--- config.mk ---
export PLATFORM = sky130hd
export DESIGN_NAME = iss_cell
export DESIGN_NICKNAME = d
export VERILOG_FILES = /design/src/hdl/assert_macros.svh /design/src/hdl/iss_pkg.sv /design/src/hdl/iss_cell.sv
export SDC_FILE = /design/constraint.sdc
export NUM_CORES = 1
export LEC_CHECK = 0
export ABC_AREA = 1
export BUFFER_PORTS_ARGS = -buffer_cell sky130_fd_sc_hd__buf_2
export CORE_MARGIN = 1
export CORE_UTILIZATION = 44
export CTS_CLUSTER_DIAMETER = 150
export DETAILED_ROUTE_END_ITERATION = 8
export PLACE_DENSITY = 0.87
export SLEW_MARGIN = 5
export SYNTH_ARGS = -nofsm -noshare
export SYNTH_HDL_FRONTEND = slang
export SYNTH_SLANG_ARGS = --single-unit
--- constraint.sdc ---
create_clock -name clk -period 6.4 [get_ports clk]
set_input_delay 0.64 -clock clk [delete_from_list [all_inputs] [get_ports clk]]
set_output_delay 0.64 -clock clk [all_outputs]
set_load 0.1 [all_outputs]
--- src/hdl/assert_macros.svh ---
// assertion macros shared by the rtl
`ifndef ASSERT_MACROS_SVH
`define ASSERT_MACROS_SVH
`ifndef SYNTH
// checked only out of reset
`define ISS_ASSERT(lbl, clk, rst_n, prop) \
	lbl: assert property (@(posedge clk) disable iff (!rst_n) prop) \
	else $error("iss assertion failed");
// checked at every edge, reset included
`define ISS_ASSERT_ALWAYS(lbl, clk, prop) \
	lbl: assert property (@(posedge clk) prop) \
	else $error("iss assertion failed");
`else
`define ISS_ASSERT(lbl, clk, rst_n, prop)
`define ISS_ASSERT_ALWAYS(lbl, clk, prop)
`endif
`endif

--- src/hdl/iss_pkg.sv ---
`timescale 1ns / 1ps
package iss_pkg;

	localparam int unsigned DATA_W  = 32;
	localparam int unsigned POS_W   = 7;
	localparam int unsigned CNT_O_W = 7;
	// wide enough for any position, count or index up to the largest capacity
	localparam int unsigned IDX_W   = 11;

	typedef enum logic [1:0] {
		CMD_INSERT = 2'd0,
		CMD_REMOVE = 2'd1,
		CMD_READ   = 2'd2
	} cmd_t;

	typedef enum logic [1:0] {
		STAT_OK    = 2'd0,
		STAT_RANGE = 2'd1,
		STAT_FULL  = 2'd2
	} status_t;

	typedef struct packed {
		logic [1:0]              cmd;
		logic [POS_W-1:0]        position;
		logic                    from_end;
		logic signed [DATA_W-1:0] value;
	} req_t;

	typedef struct packed {
		logic signed [DATA_W-1:0] read_value;
		logic [1:0]              status;
		logic [CNT_O_W-1:0]      entry_count;
	} rsp_t;

	// control broadcast to every cell of the row
	typedef struct packed {
		logic             ins;
		logic             rem;
		logic             rd;
		logic [IDX_W-1:0] idx;
	} cell_ctl_t;

endpackage

--- src/hdl/iss_cell.sv ---
`timescale 1ns / 1ps
module iss_cell #(
	parameter int unsigned INDEX = 0
) (
	input  logic                             clk,
	input  iss_pkg::cell_ctl_t               ctl,
	input  logic signed [iss_pkg::DATA_W-1:0] value,
	input  logic signed [iss_pkg::DATA_W-1:0] left,
	input  logic signed [iss_pkg::DATA_W-1:0] right,
	output logic signed [iss_pkg::DATA_W-1:0] entry,
	output logic signed [iss_pkg::DATA_W-1:0] tap
);

	localparam logic [iss_pkg::IDX_W-1:0] MY_IDX = iss_pkg::IDX_W'(INDEX);

	logic signed [iss_pkg::DATA_W-1:0] entry_q;
	logic                              hit;
	logic                              above;

	assign hit   = (ctl.idx == MY_IDX);
	assign above = (MY_IDX > ctl.idx);

	// shift toward the tail on insert, toward the head on remove
	always_ff @(posedge clk) begin
		if (ctl.ins) begin
			if (hit) begin
				entry_q <= value;
			end else if (above) begin
				entry_q <= left;
			end
		end else if (ctl.rem) begin
			if (hit || above) begin
				entry_q <= right;
			end
		end
	end

	assign entry = entry_q;

	// read tap, zero unless this cell is addressed by a read
	assign tap = (ctl.rd && hit) ? entry_q : '0;

endmodule

==> flow_summary.json, run 1 <==
{
  "synth_cell_types": 15,
  "std_cell_rows": 26,
  "wire_per_inst_um": 10.7,
  "cts-hold-fix-buffers": 0,
  "placedCellCount": 580,
  "avgSynthCellArea_um2": 6.57,
  "synth_top_area_frac": 0.412,
  "synthTopCellsByArea": "edfxtp_1 41%, inv_1 16%, nand2_1 16%",
  "drt_iter0_drc": 113,
  "gp_congestion": 0.831,
  "ys_seq_elements": 32,
  "fin_nets": 628,
  "min_period_over_period": 0.531,
  "power_uw": 449,
  "die_width_um": 74.8,
  "grt_pass1_vias": 2183,
  "grt_start_max_net_pins": 35,
  "post_cts_buffers": 0,
  "clockRootBuffer": "clkbuf_8",
  "yosysTopAreaCell": "edfxtp_1",
  "firstDrtPassIters": 4,
  "fp.dieH_um": 74.8,
  "crit_path_max_incr_delay_ps": 640,
  "cts_buffer_depth": 2,
  "crit_chain": "buf_2 -> nor2_1 -> nand2_1 -> nor2_8 -> nand3_2 -> nor2_1 -> buf_2",
  "fin_crit_ps": 3400,
  "drv_slew": 0,
  "hold_violations": 0,
  "synth_area_um2": 2330,
  "outcome": "finished, final reports clean",
  "antenna_left": 0,
  "worst_slew_pin_slew_ps": 929,
  "setup-tns-final_ps": 0,
  "cp.arrival_ps": 2760,
  "cp-start-kind": "input pin",
  "core_um2": 5110,
  "io_pins": 175,
  "hp-class": "in2reg",
  "die_area_um2": 5600,
  "yosysWarnings": 0,
  "vias": 2646,
  "drive_gt1_frac": 0.360,
  "via_per_inst": 4.51,
  "cts_buffers": 5,
  "max_freq_mhz": 294,
  "cp_top_family": "simple AND/OR/NAND/NOR gates",
  "cap_viol_max_count": 0,
  "setup_viol": 0,
  "dpl.hpwl_um": 4690,
  "p_leak_nw": 2.15,
  "diodes": 0,
  "syn_nets": 466,
  "start_util": 0.457,
  "syn_to_final_growth_pct": 39.9,
  "cts-resized-gates": 0,
  "cts.sinks": 32,
  "grt_overflow": 0,
  "io_buffers": 174,
  "antenna_found_initial": 0,
  "criticalPathCategory": "in2out",
  "drc": 0,
  "syn_inst": 355,
  "crit_path_end_kind": "output pin",
  "crit_required_ps": 5760,
  "cp_slowest_cell": "nand3_2",
  "path_clk_slew_ps": 70,
  "htreeDepth": 2,
  "grt_pass1_wl_um": 9030,
  "p_per_area_nw_per_um2": 138,
  "largest_reg_flops": 32,
  "grtUsageTotal": 0.212,
  "path_max_fanout": 34,
  "ir_drop_uv": 103,
  "synth_seq_area_share": 0.412,
  "final_cells": 587,
  "cts_tree": "done",
  "cp.buffers_inverters": 2,
  "wl_um": 6260,
  "maxSlewHeadroom": 0.380,
  "rsz0062_at_grt": "no"
}
[cell usage in the layout (no fill, tap or decap)]
cell,n
nor2_8,1
and2_1,1
nand2_2,1
nand2_4,1
clkinv_2,1
nand3_1,64
nand3_2,1
nand2_1,97
edfxtp_1,32
nor2_1,38
buf_4,1
inv_1,98
clkbuf_8,5
buf_2,174
nor2_4,1
clkbuf_1,1
[worst min-delay path, stage by stage]
cell and delay (ps):
buf_2 70, nand2_1 40, nand2_1 50
[Yosys cell counts]
master and instances:
inv_1 98, nand2_1 97, nand3_1 64, nor2_1 39, edfxtp_1 32, buf_2 6, buf_4 4, clkbuf_1 4
buf_1 3, buf_6 3, and2_1 1, nand2_2 1, nand2_4 1, nand3_2 1, nor2_8 1
[cells by family (layout without fill, tap and decap cells)]
group,after synthesis,after routing,share of synthesized area
buffers and inverters,118,280,0.209
flip-flops,32,32,0.412
AND/OR/NAND/NOR,205,205,0.379
[final timing paths]
kind	startpoint	to	slack (ps)	depth (start not counted)
max	ctl[5]	tap[10]	3000	7
min	right[27]	entry[27]	630	3
[report_power, final]
group	switching [mW]	internal, mW
clock	0.0679	0.0738
sequential	0.0000497	0.232
combinational	0.0374	0.0375
[final cells by class]
type | instances | area (um^2)
fill | 459 | 1840
sequential | 32 | 961
multi-input combinational | 205 | 892
timing repair buffer | 175 | 878
inverter | 98 | 368
tap | 70 | 87.6
clock buffer | 6 | 72.6
clock inverter | 1 | 5.00
[routing by layer]
| layer | vias to the layer above | wire length (um) | GRT usage |
|---|---|---|---|
| met4 | 0 | 119 | 0.0692 |
| met5 | - | 0 | 0 |
| met2 | 126 | 3220 | 0.383 |
| li1 | 1368 | - | - |
| met3 | 12 | 452 | 0.0522 |
| met1 | 1140 | 2470 | 0.245 |
[metrics by stage]
stage               instance area, um^2   util  setup slack (ps)  hold WS, ps
floorplan                          2330      -              3220          826
global placement                   3190  0.624              3080          913
detailed placement                 3190  0.624              2990          913
CTS                                3260  0.639              2980          625
global route                       3260  0.639              2770          629
finish                             3260  0.639              3000          632
Power figures use the tool's default switching activity.
==> run 2, diff against run 1 <==
--- a/config.mk
+++ b/config.mk
@@ -8,10 +8,10 @@
 export ABC_AREA = 1
 export BUFFER_PORTS_ARGS = -buffer_cell sky130_fd_sc_hd__buf_2
 export CORE_MARGIN = 1
-export CORE_UTILIZATION = 44
+export CORE_UTILIZATION = 41
 export CTS_CLUSTER_DIAMETER = 150
 export DETAILED_ROUTE_END_ITERATION = 8
-export PLACE_DENSITY = 0.87
+export PLACE_DENSITY = 0.82
 export SLEW_MARGIN = 5
 export SYNTH_ARGS = -nofsm -noshare
 export SYNTH_HDL_FRONTEND = slang
==> constraint.sdc (replaced) <==
create_clock -name clk -period 3.2 [get_ports clk]
set_input_delay 0.32 -clock clk [delete_from_list [all_inputs] [get_ports clk]]
set_output_delay 0.32 -clock clk [all_outputs]
set_load 0.1 [all_outputs]
==> run 2 against run 1 <==
  * First-iteration DRC count increased by 30%
  * Largest cell class is now buffers
  * Combinational power rose by 110%
  * Clock power is 110% higher
  * Cell count increased by 0.85%
  * Critical path type unchanged
  * Critical endpoint is now tap[26]
==> flow_summary.json, run 2 (synthesized netlist as in run 1, its figures left out) <==
{
  "crit_chain": "buf_2 -> nor2_1 -> nand2_1 -> nor2_8 -> nand3_2 -> nor2_1 -> buf_12",
  "crit_start": "ctl[5]",
  "min_period_over_period": 0.849,
  "min_to": "entry[28]",
  "wire_per_inst_um": 12.1,
  "drt_iter0_drc": 147,
  "wl_um": 7180,
  "crit_path_max_incr_delay_ps": 650,
  "setup_viol": 0,
  "htreeDepth": 2,
  "die_width_um": 77.4,
  "p_leak_nw": 2.24,
  "fin_crit_ps": 2720,
  "hold_violations": 0,
  "cts-hold-fix-buffers": 0,
  "dpl.hpwl_um": 5590,
  "cp_common_cell": "nor2_1",
  "p_per_area_nw_per_um2": 242,
  "criticalPathCategory": "in2out",
  "core_um2": 5510,
  "cp-start-kind": "input pin",
  "crit_required_ps": 2880,
  "die_area_um2": 6000,
  "maxSlewHeadroom": 0.329,
  "wl_met1_um": 2620,
  "io_pins": 175,
  "fp.dieH_um": 77.4,
  "cp_slowest_cell": "nand3_2",
  "wl_met2_um": 3910,
  "drive_gt1_frac": 0.360,
  "path_max_fanout": 34,
  "fin_nets": 630,
  "grtUsageTotal": 0.238,
  "via_per_inst": 4.63,
  "cap_viol_max_count": 0,
  "final_cell_mix": "142 x buf_2, 98 x inv_1, 97 x nand2_1, 64 x nand3_1, 38 x nor2_1",
  "gp_congestion": 0.868,
  "grt_overflow": 0,
  "vias": 2743,
  "io_buffers": 174,
  "antenna_found_initial": 0,
  "cts-resized-gates": 0,
  "pre_cts_ws_ps": 473,
  "path_clk_slew_ps": 70,
  "largest_reg_flops": 32,
  "cp.arrival_ps": 2400,
  "clockRootBuffer": "clkbuf_8",
  "std_cell_rows": 27,
  "cts_buffers": 5,
  "holdPathStages": 3,
  "antenna_left": 0,
  "cts_buffer_depth": 2,
  "crit_path_end_kind": "output pin",
  "top_layer": "met4",
  "grt_start_max_net_pins": 35,
  "cts.sinks": 32,
  "worst_slew_pin_slew_ps": 1010,
  "nFillCells": 473,
  "start_util": 0.424,
  "holdWs_ps": 313,
  "placed_area_um2": 3680,
  "setup-tns-final_ps": 0,
  "firstDrtPassIters": 4,
  "cts_tree": "done",
  "diodes": 0,
  "ir_drop_uv": 172,
  "grt_pass1_vias": 2561,
  "worst_slack_ps": 483,
  "rsz0062_at_grt": "no",
  "wl_met3_um": 494,
  "hp-start": "right[28]",
  "grt_pass1_wl_um": 11200,
  "syn_to_final_growth_pct": 61.3,
  "final_common_cell": "buf_2",
  "utilization": 0.684,
  "post_cts_buffers": 0,
  "hp-class": "in2reg",
  "drv_slew": 0,
  "outcome": "finished, final reports clean",
  "drc": 0,
  "final_cell_area_um2": 3760,
  "max_freq_mhz": 368
}
## run 2: stage by stage
stage	power, mW	std cells
global placement	0.622	584
CTS	0.912	592
detailed placement	0.628	584
finish	0.912	592
global route	0.953	592
floorplan	0.546	355
## run 2: power by group
part           switching [mW]  internal [mW]
clock network           0.142          0.151
registers            0.000104          0.464
logic                  0.0782         0.0766
## run 2: how the worst max path moves through the flow
stage	cells past startpoint	slack, ps	endpoint
2_1_floorplan	6	500	entry[0]
3_3_place_gp	7	590	tap[8]
3_5_place_dp	7	470	tap[26]
4_1_cts	7	470	tap[26]
5_1_grt	7	280	tap[10]
6_report	7	480	tap[26]
## run 2: cell type report
class | instances | area (um^2) | area share
Timing Repair Buffer | 177 | 1370 | 0.365
Inverter | 98 | 368 | 0.0977
Multi-Input combinational cell | 205 | 892 | 0.237
Clock buffer | 7 | 76.3 | 0.0203
Tap cell | 72 | 90.1 | 0.0239
Clock inverter | 1 | 3.75 | 0.000997
Sequential cell | 32 | 961 | 0.255
## run 2: critical path, delay by kind of cell
kind          cells  cell delay, ps
buf+inv           2             320
simple gates      5            1750
## run 2: layer usage
metal,global-route usage,vias up
li1,-,1372
met1,0.248,1211
met2,0.466,146
met3,0.0435,14
met4,0.0849,0
met5,0,-
